$ cat src/rtl/sauc_pkg.sv
// ----------------------------------------------------------------------------
// sauc_pkg: shared types and constants of the size-aware LRU cache unit
// Field widths, result kinds, slot entry layout and the command and status
// bundles that join the controller and the datapath.
// ----------------------------------------------------------------------------
package sauc_pkg;

	localparam int ID_W       = 31;
	localparam int SIZE_W     = 32;
	localparam int KIND_W     = 3;
	localparam int CFG_ADDR_W = 3;
	localparam int CFG_DATA_W = 32;

	localparam logic [SIZE_W-1:0] CAP_RESET = 32'd65536;

	// register index, taken from paddr above the byte offset
	localparam logic [CFG_ADDR_W-3:0] REG_TOTAL_CAPACITY = 1'b0;

	typedef enum logic [KIND_W-1:0] {
		KIND_EVICTED   = 3'd0,
		KIND_INSERTED  = 3'd1,
		KIND_HIT       = 3'd2,
		KIND_PRESENT   = 3'd3,
		KIND_TOO_BIG   = 3'd4,
		KIND_NOT_FOUND = 3'd5
	} kind_t;

	typedef struct packed {
		logic [ID_W-1:0]   id;
		logic [SIZE_W-1:0] size;
	} entry_t;

	typedef enum logic [3:0] {
		CMD_NONE,
		CMD_LOAD,
		CMD_SCAN,
		CMD_SHIFT,
		CMD_TAIL_WR,
		CMD_EV_RD,
		CMD_EV_UPD,
		CMD_INS_WR,
		CMD_EMIT
	} dp_op_t;

	typedef struct packed {
		dp_op_t op;
		kind_t  kind;
		logic   last;
	} ctl_cmd_t;

	typedef struct packed {
		logic found;
		logic scan_done;
		logic shift_done;
		logic is_lookup;
		logic too_big;
		logic must_evict;
		logic can_emit;
	} dp_status_t;

endpackage

$ cat src/rtl/sauc_req_if.sv
// ----------------------------------------------------------------------------
// sauc_req_if: request channel
// Valid/ready channel that carries one insert or lookup request.
// ----------------------------------------------------------------------------
interface sauc_req_if;
	logic                        valid;
	logic                        ready;
	logic                        op;
	logic [sauc_pkg::ID_W-1:0]   object_id;
	logic [sauc_pkg::SIZE_W-1:0] object_size;

	modport source (output valid, op, object_id, object_size, input ready);
	modport sink (input valid, op, object_id, object_size, output ready);
endinterface

$ cat src/rtl/sauc_rsp_if.sv
// ----------------------------------------------------------------------------
// sauc_rsp_if: result channel
// Valid/ready channel that carries one result of a request.
// ----------------------------------------------------------------------------
interface sauc_rsp_if;
	logic                        valid;
	logic                        ready;
	logic [sauc_pkg::KIND_W-1:0] kind;
	logic [sauc_pkg::ID_W-1:0]   evicted_id;
	logic [sauc_pkg::SIZE_W-1:0] evicted_size;
	logic [sauc_pkg::SIZE_W-1:0] space_left;
	logic                        last;

	modport source (output valid, kind, evicted_id, evicted_size, space_left, last,
		input ready);
	modport sink (input valid, kind, evicted_id, evicted_size, space_left, last,
		output ready);
endinterface

$ cat src/rtl/sauc_ctrl.sv
// ----------------------------------------------------------------------------
// sauc_ctrl: request sequencer
// Walks each request through scan, move-to-tail, evict and insert steps and
// tells the datapath which step to run.
// ----------------------------------------------------------------------------
module sauc_ctrl (
	input  logic                 clk,
	input  logic                 arst_n,
	input  logic                 in_valid,
	output logic                 in_ready,
	input  sauc_pkg::dp_status_t status,
	output sauc_pkg::ctl_cmd_t   cmd
);

	typedef enum logic [2:0] {
		S_IDLE,
		S_SCAN,
		S_SHIFT,
		S_TAIL,
		S_EV_CHK,
		S_EV_UPD,
		S_INS,
		S_EMIT
	} state_t;

	state_t          state_q;
	sauc_pkg::kind_t kind_q;
	logic            last_q;

	assign in_ready = (state_q == S_IDLE);

	always_comb begin
		cmd.kind = kind_q;
		cmd.last = last_q;
		case (state_q)
			S_IDLE:   cmd.op = in_valid ? sauc_pkg::CMD_LOAD : sauc_pkg::CMD_NONE;
			S_SCAN:   cmd.op = sauc_pkg::CMD_SCAN;
			S_SHIFT:  cmd.op = sauc_pkg::CMD_SHIFT;
			S_TAIL:   cmd.op = sauc_pkg::CMD_TAIL_WR;
			S_EV_CHK: cmd.op = sauc_pkg::CMD_EV_RD;
			S_EV_UPD: cmd.op = sauc_pkg::CMD_EV_UPD;
			S_INS:    cmd.op = sauc_pkg::CMD_INS_WR;
			S_EMIT:   cmd.op = sauc_pkg::CMD_EMIT;
			default:  cmd.op = sauc_pkg::CMD_NONE;
		endcase
	end

	always_ff @(posedge clk or negedge arst_n) begin
		if (!arst_n) begin
			state_q <= S_IDLE;
			kind_q  <= sauc_pkg::KIND_EVICTED;
			last_q  <= 1'b0;
		end else begin
			case (state_q)
				S_IDLE: begin
					if (in_valid) state_q <= S_SCAN;
				end
				S_SCAN: begin
					if (status.found) begin
						if (status.is_lookup) begin
							state_q <= S_SHIFT;
						end else begin
							kind_q  <= sauc_pkg::KIND_PRESENT;
							last_q  <= 1'b1;
							state_q <= S_EMIT;
						end
					end else if (status.scan_done) begin
						if (status.is_lookup) begin
							kind_q  <= sauc_pkg::KIND_NOT_FOUND;
							last_q  <= 1'b1;
							state_q <= S_EMIT;
						end else if (status.too_big) begin
							kind_q  <= sauc_pkg::KIND_TOO_BIG;
							last_q  <= 1'b1;
							state_q <= S_EMIT;
						end else begin
							state_q <= S_EV_CHK;
						end
					end
				end
				S_SHIFT: begin
					if (status.shift_done) state_q <= S_TAIL;
				end
				S_TAIL: begin
					kind_q  <= sauc_pkg::KIND_HIT;
					last_q  <= 1'b1;
					state_q <= S_EMIT;
				end
				S_EV_CHK: begin
					state_q <= status.must_evict ? S_EV_UPD : S_INS;
				end
				S_EV_UPD: begin
					kind_q  <= sauc_pkg::KIND_EVICTED;
					last_q  <= 1'b0;
					state_q <= S_EMIT;
				end
				S_INS: begin
					kind_q  <= sauc_pkg::KIND_INSERTED;
					last_q  <= 1'b1;
					state_q <= S_EMIT;
				end
				S_EMIT: begin
					// an eviction is never last: go check whether another is needed
					if (status.can_emit) state_q <= last_q ? S_IDLE : S_EV_CHK;
				end
				default: state_q <= S_IDLE;
			endcase
		end
	end

endmodule

$ cat src/rtl/sauc_datapath.sv
// ----------------------------------------------------------------------------
// sauc_datapath: slot memory, occupancy and result register
// Slots live in a circular buffer, logical slot 0 (oldest) at head_q. One
// memory read and one write per cycle; read data is registered.
// ----------------------------------------------------------------------------
module sauc_datapath #(
	parameter int ENTRIES = 16
) (
	input  logic                        clk,
	input  logic                        arst_n,
	input  sauc_pkg::ctl_cmd_t          cmd,
	output sauc_pkg::dp_status_t        status,
	input  logic                        in_op,
	input  logic [sauc_pkg::ID_W-1:0]   in_object_id,
	input  logic [sauc_pkg::SIZE_W-1:0] in_object_size,
	input  logic [sauc_pkg::SIZE_W-1:0] total_capacity,
	input  logic                        out_ready,
	output logic                        out_valid,
	output logic [sauc_pkg::KIND_W-1:0] out_kind,
	output logic [sauc_pkg::ID_W-1:0]   out_evicted_id,
	output logic [sauc_pkg::SIZE_W-1:0] out_evicted_size,
	output logic [sauc_pkg::SIZE_W-1:0] out_space_left,
	output logic                        out_last
);

	localparam int AW = $clog2(ENTRIES);
	localparam int IW = $clog2(ENTRIES + 1);
	localparam int PW = IW + 1;

	sauc_pkg::entry_t slot_mem_q [ENTRIES];

	logic [AW-1:0]               head_q;
	logic [IW-1:0]               count_q;
	logic [sauc_pkg::SIZE_W-1:0] used_q;
	logic                        op_q;
	logic [sauc_pkg::ID_W-1:0]   id_q;
	logic [sauc_pkg::SIZE_W-1:0] size_q;
	logic [sauc_pkg::SIZE_W-1:0] hit_size_q;
	logic [sauc_pkg::ID_W-1:0]   ev_id_q;
	logic [sauc_pkg::SIZE_W-1:0] ev_size_q;
	logic [IW-1:0]               idx_q;
	logic                        rd_valid_s1;
	logic [IW-1:0]               rd_idx_s1;
	sauc_pkg::entry_t            rd_data_s1;

	logic                        out_valid_q;
	logic [sauc_pkg::KIND_W-1:0] out_kind_q;
	logic [sauc_pkg::ID_W-1:0]   out_eid_q;
	logic [sauc_pkg::SIZE_W-1:0] out_esize_q;
	logic [sauc_pkg::SIZE_W-1:0] out_space_q;
	logic                        out_last_q;

	logic [PW-1:0]               idx_next1;
	logic                        more_shift;
	logic                        hit_now;
	logic                        emit_now;
	logic [sauc_pkg::SIZE_W-1:0] free_space;
	logic [AW-1:0]               rd_addr;
	logic                        wr_en;
	logic [AW-1:0]               wr_addr;
	sauc_pkg::entry_t            wr_data;

	// logical slot to memory row; head + index stays below twice the depth
	function automatic logic [AW-1:0] phys(input logic [AW-1:0] head,
		input logic [PW-1:0] lidx);
		logic [PW-1:0] sum;
		sum = PW'(head) + lidx;
		if (sum >= PW'(ENTRIES)) sum = sum - PW'(ENTRIES);
		return sum[AW-1:0];
	endfunction

	assign idx_next1  = {1'b0, idx_q} + PW'(1);
	assign more_shift = idx_next1 < {1'b0, count_q};
	assign hit_now    = rd_valid_s1 && (rd_data_s1.id == id_q);
	assign emit_now   = (cmd.op == sauc_pkg::CMD_EMIT) && status.can_emit;
	assign free_space = (used_q >= total_capacity) ? '0 : total_capacity - used_q;

	always_comb begin
		status.found      = (cmd.op == sauc_pkg::CMD_SCAN) && hit_now;
		status.scan_done  = !rd_valid_s1 && (idx_q == count_q);
		status.shift_done = !rd_valid_s1 && !more_shift;
		status.is_lookup  = op_q;
		status.too_big    = size_q > total_capacity;
		status.must_evict = (count_q != '0) &&
			((count_q == IW'(ENTRIES)) || (free_space < size_q));
		status.can_emit   = !out_valid_q || out_ready;
	end

	always_comb begin
		case (cmd.op)
			sauc_pkg::CMD_EV_RD: rd_addr = head_q;
			sauc_pkg::CMD_SHIFT: rd_addr = phys(head_q, idx_next1);
			default:             rd_addr = phys(head_q, {1'b0, idx_q});
		endcase
	end

	always_comb begin
		wr_en   = 1'b0;
		wr_addr = phys(head_q, {1'b0, count_q});
		wr_data = '{id: id_q, size: size_q};
		case (cmd.op)
			sauc_pkg::CMD_SHIFT: begin
				// close the gap: slot j takes what slot j+1 held
				wr_en   = rd_valid_s1;
				wr_addr = phys(head_q, {1'b0, rd_idx_s1});
				wr_data = rd_data_s1;
			end
			sauc_pkg::CMD_TAIL_WR: begin
				wr_en   = 1'b1;
				wr_addr = phys(head_q, {1'b0, count_q} - PW'(1));
				wr_data = '{id: id_q, size: hit_size_q};
			end
			sauc_pkg::CMD_INS_WR: begin
				wr_en = 1'b1;
			end
			default: wr_en = 1'b0;
		endcase
	end

	always_ff @(posedge clk) begin
		if (wr_en) slot_mem_q[wr_addr] <= wr_data;
		rd_data_s1 <= slot_mem_q[rd_addr];
	end

	always_ff @(posedge clk or negedge arst_n) begin
		if (!arst_n) begin
			head_q      <= '0;
			count_q     <= '0;
			used_q      <= '0;
			idx_q       <= '0;
			rd_valid_s1 <= 1'b0;
			out_valid_q <= 1'b0;
		end else begin
			case (cmd.op)
				sauc_pkg::CMD_LOAD: begin
					idx_q       <= '0;
					rd_valid_s1 <= 1'b0;
				end
				sauc_pkg::CMD_SCAN: begin
					if (hit_now) begin
						// hold the match position for the move-to-tail pass
						idx_q       <= rd_idx_s1;
						rd_valid_s1 <= 1'b0;
					end else if (idx_q != count_q) begin
						idx_q       <= idx_q + IW'(1);
						rd_valid_s1 <= 1'b1;
					end else begin
						rd_valid_s1 <= 1'b0;
					end
				end
				sauc_pkg::CMD_SHIFT: begin
					if (more_shift) begin
						idx_q       <= idx_next1[IW-1:0];
						rd_valid_s1 <= 1'b1;
					end else begin
						rd_valid_s1 <= 1'b0;
					end
				end
				sauc_pkg::CMD_EV_UPD: begin
					head_q  <= (head_q == AW'(ENTRIES - 1)) ? '0 : head_q + AW'(1);
					count_q <= count_q - IW'(1);
					used_q  <= (rd_data_s1.size >= used_q) ? '0 : used_q - rd_data_s1.size;
				end
				sauc_pkg::CMD_INS_WR: begin
					count_q <= count_q + IW'(1);
					used_q  <= used_q + size_q;
				end
				default: begin
					rd_valid_s1 <= rd_valid_s1;
				end
			endcase

			if (emit_now) out_valid_q <= 1'b1;
			else if (out_ready) out_valid_q <= 1'b0;
		end
	end

	always_ff @(posedge clk) begin
		rd_idx_s1 <= idx_q;
		if (cmd.op == sauc_pkg::CMD_LOAD) begin
			op_q   <= in_op;
			id_q   <= in_object_id;
			size_q <= in_object_size;
		end
		if ((cmd.op == sauc_pkg::CMD_SCAN) && hit_now) hit_size_q <= rd_data_s1.size;
		if (cmd.op == sauc_pkg::CMD_EV_UPD) begin
			ev_id_q   <= rd_data_s1.id;
			ev_size_q <= rd_data_s1.size;
		end
		if (emit_now) begin
			out_kind_q  <= cmd.kind;
			out_last_q  <= cmd.last;
			out_space_q <= free_space;
			if (cmd.kind == sauc_pkg::KIND_EVICTED) begin
				out_eid_q   <= ev_id_q;
				out_esize_q <= ev_size_q;
			end else begin
				out_eid_q   <= '0;
				out_esize_q <= '0;
			end
		end
	end

	assign out_valid        = out_valid_q;
	assign out_kind         = out_kind_q;
	assign out_evicted_id   = out_eid_q;
	assign out_evicted_size = out_esize_q;
	assign out_space_left   = out_space_q;
	assign out_last         = out_last_q;

endmodule

$ cat src/rtl/size_aware_lru_cache_unit.sv
// ----------------------------------------------------------------------------
// size_aware_lru_cache_unit: byte-capacity LRU cache of variable-size objects
// Holds up to ENTRIES objects in recency order under a programmable capacity.
// Inserts evict the oldest entries until the object fits; lookups move a hit
// to most recent. One or more results per request, the final one marked last.
// ----------------------------------------------------------------------------
//
//  channel  | dir | handshake        | transaction
//  ---------+-----+------------------+-------------------------------------
//  req      | in  | valid/ready      | op, object_id, object_size
//  rsp      | out | valid/ready      | kind, evicted_id, evicted_size,
//           |     |                  | space_left, last
//  apb      | in  | psel/penable     | total_capacity at byte address 0
//
// One request at a time; the slot memory has one read port. A request is accepted,
// then the held slots are scanned in order, stopping early on a match.
// A lookup hit then moves the younger slots down and writes the hit at the tail;
// an insert checks for and performs evictions one at a time, then writes the object.
// Reset clears occupancy and restores the capacity; slot contents are not cleared.
// rsp stalls hold the result register and the sequencer; req waits for the last result.
//
module size_aware_lru_cache_unit #(
	parameter int ENTRIES = 16
) (
	input  logic                                 clk,
	input  logic                                 arst_n,
	sauc_req_if.sink                             req,
	sauc_rsp_if.source                           rsp,
	input  logic                                 psel,
	input  logic                                 penable,
	input  logic                                 pwrite,
	input  logic [sauc_pkg::CFG_ADDR_W-1:0]      paddr,
	input  logic [sauc_pkg::CFG_DATA_W-1:0]      pwdata,
	output logic [sauc_pkg::CFG_DATA_W-1:0]      prdata,
	output logic                                 pready
);

	sauc_pkg::ctl_cmd_t          cmd;
	sauc_pkg::dp_status_t        status;
	logic [sauc_pkg::SIZE_W-1:0] capacity_q;
	logic                        cfg_write;
	logic [sauc_pkg::CFG_ADDR_W-3:0] reg_index;

	// APB: zero wait states; writes land on the access phase
	assign pready    = 1'b1;
	assign reg_index = paddr[sauc_pkg::CFG_ADDR_W-1:2];
	assign cfg_write = psel && penable && pwrite;
	assign prdata    = (reg_index == sauc_pkg::REG_TOTAL_CAPACITY) ? capacity_q : '0;

	always_ff @(posedge clk or negedge arst_n) begin
		if (!arst_n) begin
			capacity_q <= sauc_pkg::CAP_RESET;
		end else if (cfg_write && (reg_index == sauc_pkg::REG_TOTAL_CAPACITY)) begin
			// drop writes to unmapped addresses
			capacity_q <= pwdata;
		end
	end

	sauc_ctrl u_ctrl (
		.clk      (clk),
		.arst_n   (arst_n),
		.in_valid (req.valid),
		.in_ready (req.ready),
		.status   (status),
		.cmd      (cmd)
	);

	sauc_datapath #(
		.ENTRIES (ENTRIES)
	) u_datapath (
		.clk              (clk),
		.arst_n           (arst_n),
		.cmd              (cmd),
		.status           (status),
		.in_op            (req.op),
		.in_object_id     (req.object_id),
		.in_object_size   (req.object_size),
		.total_capacity   (capacity_q),
		.out_ready        (rsp.ready),
		.out_valid        (rsp.valid),
		.out_kind         (rsp.kind),
		.out_evicted_id   (rsp.evicted_id),
		.out_evicted_size (rsp.evicted_size),
		.out_space_left   (rsp.space_left),
		.out_last         (rsp.last)
	);

	// an eviction is always followed by the insert that caused it
	assert property (@(posedge clk) disable iff (!arst_n)
		rsp.valid |-> !(rsp.last && (rsp.kind == sauc_pkg::KIND_EVICTED)))
		else $error("eviction marked as final result");

	// evicted fields carry data only on evictions
	assert property (@(posedge clk) disable iff (!arst_n)
		(rsp.valid && (rsp.kind != sauc_pkg::KIND_EVICTED)) |->
		((rsp.evicted_id == '0) && (rsp.evicted_size == '0)))
		else $error("evicted fields set on a non-eviction result");

	// an accepted request drops ready in the cycle after it is taken
	assert property (@(posedge clk) disable iff (!arst_n)
		(req.valid && req.ready) |=> !req.ready)
		else $error("request accepted while another is in flight");

	// a request is only taken when the sequencer has nothing pending
	assert property (@(posedge clk) disable iff (!arst_n)
		req.ready |-> ((cmd.op == sauc_pkg::CMD_LOAD) || (cmd.op == sauc_pkg::CMD_NONE)))
		else $error("request port open during sequencing");

endmodule
$ cat src/flat_wrapper.sv
// flat-port wrapper written by rule: the top's interface ports become plain ports
module size_aware_lru_cache_unit_flat 
#(
	parameter int ENTRIES = 16
)
  (clk, arst_n, psel, penable, pwrite, paddr, pwdata, prdata, pready, req_valid, req_op, req_object_id, req_object_size, req_ready, rsp_valid, rsp_kind, rsp_evicted_id, rsp_evicted_size, rsp_space_left, rsp_last, rsp_ready);
  sauc_req_if req_i ();
  sauc_rsp_if rsp_i ();
  input  logic clk;
  input  logic arst_n;
  input  logic psel;
  input  logic penable;
  input  logic pwrite;
  input  logic [sauc_pkg::CFG_ADDR_W-1:0] paddr;
  input  logic [sauc_pkg::CFG_DATA_W-1:0] pwdata;
  output logic [sauc_pkg::CFG_DATA_W-1:0] prdata;
  output logic pready;
  input wire logic [$bits(req_i.valid)-1:0] req_valid;
  input wire logic [$bits(req_i.op)-1:0] req_op;
  input wire logic [$bits(req_i.object_id)-1:0] req_object_id;
  input wire logic [$bits(req_i.object_size)-1:0] req_object_size;
  output wire logic [$bits(req_i.ready)-1:0] req_ready;
  output wire logic [$bits(rsp_i.valid)-1:0] rsp_valid;
  output wire logic [$bits(rsp_i.kind)-1:0] rsp_kind;
  output wire logic [$bits(rsp_i.evicted_id)-1:0] rsp_evicted_id;
  output wire logic [$bits(rsp_i.evicted_size)-1:0] rsp_evicted_size;
  output wire logic [$bits(rsp_i.space_left)-1:0] rsp_space_left;
  output wire logic [$bits(rsp_i.last)-1:0] rsp_last;
  input wire logic [$bits(rsp_i.ready)-1:0] rsp_ready;
  assign req_i.valid = req_valid;
  assign req_i.op = req_op;
  assign req_i.object_id = req_object_id;
  assign req_i.object_size = req_object_size;
  assign req_ready = req_i.ready;
  assign rsp_valid = rsp_i.valid;
  assign rsp_kind = rsp_i.kind;
  assign rsp_evicted_id = rsp_i.evicted_id;
  assign rsp_evicted_size = rsp_i.evicted_size;
  assign rsp_space_left = rsp_i.space_left;
  assign rsp_last = rsp_i.last;
  assign rsp_i.ready = rsp_ready;
  size_aware_lru_cache_unit #(.ENTRIES(ENTRIES)) u_core (.clk(clk), .arst_n(arst_n), .req(req_i), .rsp(rsp_i), .psel(psel), .penable(penable), .pwrite(pwrite), .paddr(paddr), .pwdata(pwdata), .prdata(prdata), .pready(pready));
endmodule
$ cat config.mk
export PLATFORM = sky130hd
export DESIGN_NAME = size_aware_lru_cache_unit_flat
export DESIGN_NICKNAME = d
export VERILOG_FILES = /design/src/rtl/sauc_pkg.sv /design/src/rtl/sauc_req_if.sv /design/src/rtl/sauc_rsp_if.sv /design/src/rtl/sauc_ctrl.sv /design/src/rtl/sauc_datapath.sv /design/src/rtl/size_aware_lru_cache_unit.sv /design/src/flat_wrapper.sv
export SDC_FILE = /design/constraint.sdc
export NUM_CORES = 2
export LEC_CHECK = 0
export ABC_AREA = 1
export BUFFER_PORTS_ARGS = -buffer_cell sky130_fd_sc_hd__buf_2
export CAP_MARGIN = 5
export CORE_UTILIZATION = 30
export DETAILED_ROUTE_END_ITERATION = 8
export PLACE_DENSITY = 0.56
export SYNTH_ARGS = -nofsm -noshare
export SYNTH_HDL_FRONTEND = slang
export SYNTH_HIERARCHICAL = 1
export SYNTH_SLANG_ARGS = --single-unit
$ cat constraint.sdc
create_clock -name clk -period 8.01 [get_ports clk]
set_input_delay 0.4005 -clock clk [delete_from_list [all_inputs] [get_ports clk]]
set_output_delay 0.4005 -clock clk [all_outputs]
set_load 0.02 [all_outputs]
# Word level (Yosys, flattened, before mapping)
# Memory sizes are Yosys's and may differ from the RTL's. A register that Yosys moved wholly into a read port is not among the register bits.
# Cells that the tools add are included.
# totals
output_inout_bits	134
n_memories	1
reg_bits	350
mem_bits_rw	1008
# memory_table
name	words	word_bits	read_ports	rd_clocked_by_memory_dff	write_ports	line	rtl
u_core.u_datapath.slot_mem_q	16	63	1	1	1	sauc_datapath.sv:30	sauc_pkg::entry_t slot_mem_q [ENTRIES];
# classes
addsub	19
n_lt_le_gt_ge	10
bitwise	1
n_mux	52
eq_ne	28
reduce_logical	29
# op_table
cell	count
one-hot mux 63 bit (2 select lines)	1
2-to-1 mux 32 bit	3
>= comparator 32 bit	2
one-hot mux 32 bit (2 select lines)	1
subtractor 32 bit	2
2-to-1 mux 3 bit	12
adder 32 bit	1
greater-than comparator 32 bit	1
less-than comparator 32 bit	1
one-hot mux 4 bit (8 select lines)	1
equality test 31 bit	1
>= comparator 6 x 5 -> 1 bit, second input constant	5
2-to-1 mux 4 bit	6
subtractor 4 x 1 -> 4 bit, second input constant	5
adder 4 x 5 -> 6 bit	3
one-hot mux 3 bit (6 select lines)	1
equality test 4 x 3 -> 1 bit, second input constant	4
one-hot mux 4 bit (2 select lines)	2
2-to-1 mux 5 bit	3
one-hot mux 5 bit (3 select lines)	1
2-to-1 mux 1 bit	13
adder 4 x 6 -> 6 bit	2
equality test 3 bit, second input constant	4
one-hot mux 3 bit (4 select lines)	1
37 further kinds	63

# Longest topological paths before layout
# depth
word_depth	7
ltp_mapped	34

# Hierarchy
# The synthesis kept the hierarchy.
# modules_own_cells
module	area_per_inst_um2	instances	cells_each
sauc_datapath	60732.0	1	5345
size_aware_lru_cache_unit	1587.8	1	212
sauc_ctrl	669.4	1	101

# Least setup slack after synthesis
# OpenSTA, ideal clock, no wires.
# synth_timing
path_type	flip-flop to flip-flop
startpoint	register u_core.u_ctrl.state_q[0]
endpoint	register u_core.u_datapath.out_eid_q (netlist bit u_core/u_datapath/out_evicted_id[0]) (enable)
setup_time_ns	0.590
arrival_ns	6.146
t_required_ns	7.420
path_slack_ns	1.274
path_buffers	1
path_stages_with_launch	9
cell_sequence	dfrtp_1 -> buf_6 -> inv_4 -> nand2_1 -> nor2_1 -> a31oi_1 -> nor2_1 -> nand3_1 -> a21oi_1
# synth_rtl
item	line	rtl
start: declaration	sauc_ctrl.sv:26	state_t state_q;
start signal: assignment	sauc_ctrl.sv:90	state_q <= status.must_evict ? S_EV_UPD : S_INS;
start signal: assignment	sauc_ctrl.sv:104	if (status.can_emit) state_q <= last_q ? S_IDLE : S_EV_CHK;
end signal: assignment	sauc_datapath.sv:195	out_eid_q <= ev_id_q;
end: declaration	sauc_datapath.sv:48	logic [sauc_pkg::ID_W-1:0] out_eid_q;

==> out/qor.csv <==
metric,value,unit
Final setup violation count,0,
final hold viol count,0,
"Cell Area, Synth",62990,sq um
ys async rst share,0.06122,
Worst slew margin,0.07933,
most frequent cell after synthesis,edfxtp_1,
WL/cell,19.94,um
Final Skew,0.03845,ns
Final nets,6272,
top-area cell type share of the netlist area,0.6035,
ys flop type,edfxtp_1,
Ports,240,
R2R Setup Slk,2.30,ns
TritonCTS Sinks,1421,
maximum clock rate,175.0,MHz
1st-iter DRT viols,4007,
Ys Warns,6,
row cnt,167,
die area,211800,sq um
cells after synthesis,5658,
worst-margin pin slew,1.375,ns
Post-CTS Resized,0,
Slew Limit Fails,0,
"Avg Cell Area, Syn",11.13,sq um
HP Class,primary input to async pin,
Startpoint Class,flop,
Placed Cells,8515,
status,finished clean,
GP Congestion,0.8903,
"antenna viol nets, final",0,
synth cell count leaders,"edfxtp_1 (1,266), nand2_1 (1,078), nor2_1 (725)",
pin count of the biggest net entering global routing,208,
CTS tree,built,
Total Neg Setup Slack,0,ns
I/O Buffers,236,
main area contributors after synthesis,"edfxtp_1 (60%), nand2_1 (6.4%), nor2_1 (4.3%), ha_1 (3.6%), dfrtp_1 (3.4%)",
Initial Util,0.3030,
Mapped Nets,5950,
post-synthesis cell type with the largest combined area,edfxtp_1,
first-pass GRT wire length,260100,um
TritonCTS Buffers,151,
Die W,460.2,um
drt pass-1 iters,6,
clk root buf,clkbuf_16,
final WL,177400,um
critical path peak fanout,155,
Vias/cell,4.864,
vias in the first global route,41170,
Final Non-Filler Cells,8894,
Tot GR Track Use,0.1624,
initial antenna violation count,4,
Final period util,0.7133,
number of synthesized flops with an enable pin,1266,
GR Overflow Total,0,
Worst EP arrival,6.41,ns
via count of the routed design,43260,
Worst Setup End Kind,flop,
clk slew on worst S/H paths,0.06,ns
layout cell share with drive strength beyond 1,0.1047,
"Distinct cells, synth",67,
max-cap viol count,0,
Seq cells post-synth,1421,
# H-tree levels,4,
required time of the critical path,8.70,ns
core box area,207900,sq um
CTS Buffer Depth,3,
Inserted Diodes,0,
Final min period,5.713,ns
DIE HEIGHT,460.2,um
crit path kind,flop to flop,
DP HPWL,105700,um
Worst-Skew Late Latency,0.79,ns
DRC errors left,0,
Syn-to-layout area delta,16.86,%
post-synthesis sequential area ratio,0.6597,
Post-CTS Setup Bufs,0,
Final Core Density,0.3541,
RSZ-0062 raised after global routing,false,
-- final timing paths --
path                       depth (start not counted)                        startpoint                          endpoint
max                                               18          u_core/u_ctrl/state_q[2]  u_core/u_datapath/rd_data_s1[44]
min reg2reg                                        0  u_core/u_datapath/rd_data_s1[60]     u_core/u_datapath/ev_id_q[28]
min in group clk                                   5                              psel             u_core/capacity_q[16]
min                                                2                            arst_n             u_core/capacity_q[29]
max reg2reg                                       18          u_core/u_ctrl/state_q[2]  u_core/u_datapath/rd_data_s1[44]
max in group asynchronous                          3                            arst_n      u_core/u_datapath/used_q[12]
-- layout by cell type (no fill, tap or decap), types with 7 or more instances in the layout --
cell type | Yosys | routed
o21bai_1 | 7 | 7
buf_4 | 8 | 73
or2_2 | 10 | 10
nor2_4 | 4 | 23
a211oi_1 | 12 | 12
a31oi_1 | 16 | 16
clkbuf_1 | 155 | 32
nor2_1 | 725 | 705
dlygate4sd3_1 | 0 | 98
o21ai_0 | 413 | 412
o211ai_1 | 37 | 37
dfrtp_1 | 86 | 86
a21oi_1 | 373 | 372
o21ai_1 | 142 | 142
fa_1 | 7 | 7
xnor2_1 | 44 | 44
clkinv_2 | 0 | 31
ha_1 | 179 | 179
nand4_1 | 40 | 40
clkbuf_8 | 0 | 15
nor3_1 | 23 | 22
nand3_1 | 99 | 99
edfxtp_1 | 1266 | 1266
o32ai_1 | 126 | 126
nand2_1 | 1078 | 1078
bufinv_16 | 0 | 9
nor4_1 | 16 | 15
buf_12 | 0 | 20
a21o_1 | 21 | 21
inv_2 | 16 | 15
inv_1 | 406 | 405
mux2i_1 | 63 | 63
dfxtp_1 | 68 | 68
clkbuf_16 | 0 | 156
buf_2 | 59 | 235
xor2_1 | 45 | 45
clkinv_1 | 1 | 25
-- layout make-up --
class | instances | area, sq um
flip-flops and latches | 1421 | 41560
well taps | 2788 | 3488
inverters | 426 | 1615
clock inverters | 76 | 742.0
multi-input cells | 3554 | 18870
repair buffers | 426 | 3105
fillers | 20400 | 134300
clock buffers | 203 | 4230
-- registers in the layout (all words and copies together), names as in the netlist, 3 cells and up --
name / count
u_core/u_datapath/hit_size_q: 32
u_core/u_datapath/out_kind: 3
u_core/capacity_q: 32
u_core/u_datapath/out_space_left: 32
u_core/u_ctrl/kind_q: 3
u_core/u_datapath/rd_idx_s1: 5
u_core/u_datapath/rd_data_s1: 63
u_core/u_datapath/head_q: 4
u_core/u_datapath/slot_mem_q: 1008
u_core/u_datapath/size_q: 32
u_core/u_datapath/used_q: 32
u_core/u_datapath/id_q: 31
u_core/u_datapath/out_evicted_id: 31
u_core/u_datapath/ev_size_q: 32
u_core/u_datapath/idx_q: 5
u_core/u_datapath/out_evicted_size: 32
u_core/u_datapath/ev_id_q: 31
u_core/u_ctrl/state_q: 3
u_core/u_datapath/count_q: 5
-- per-layer routing --
layer	track usage	vias to the layer above	wire (um)
li1	-	20520	-
met1	0.2358	21270	83990
met2	0.2555	1269	80020
met3	0.02198	200	10370
met4	0.03756	0	3011
met5	0	-	0
-- logic make-up after synthesis --
logic type / Yosys count / share of synthesized area
AOI/OAI and AO/OA: 1186 / 0.1071
xor gates and xnor gates: 90 / 0.01281
adders and majority gates: 186 / 0.03778
buffers and inverters: 683 / 0.04390
DFF: 1421 / 0.6597
muxes: 63 / 0.01001
other: 1 / 0.00005953
and+or+nand+nor: 2028 / 0.1286
-- critical path: stages (launching register included) --
cell     delay, ns
dfrtp_1       0.70
nand3_2       0.22
a31oi_1       0.46
inv_2         0.12
nor2_1        0.15
inv_2         0.08
nor2_4        0.44
ha_1          0.34
inv_1         0.06
ha_1          0.21
nand2_1       0.11
o21ai_4       0.08
buf_12        0.26
inv_8         0.81
buf_4         0.74
nor2_1        0.07
o21ai_0       0.25
o32ai_1       0.13
mux2i_1       0.15
-- timing repair --
action / CTS / global route
hold endpoints to repair: 125 / 0
hold buffers: 98 / 0
endpoints found under the setup margin: 0 / 0
-- per-stage QoR --
stage | worst slack (ns) | area [sq um] | hold WS (ns)
6_report | 2.297 | 73610 | 0.1118
5_1_grt | 1.891 | 73610 | 0.1230
4_1_cts | 2.309 | 73590 | 0.06307
3_5_place_dp | 2.361 | 67640 | 0.3704
3_3_place_gp | 2.401 | 67640 | 0.3650
2_1_floorplan | 1.274 | 62990 | 0.1049
Power is left out: the tool's default activity adds up to more than one toggle a clock period on the data nets, which glitch-free logic cannot reach.
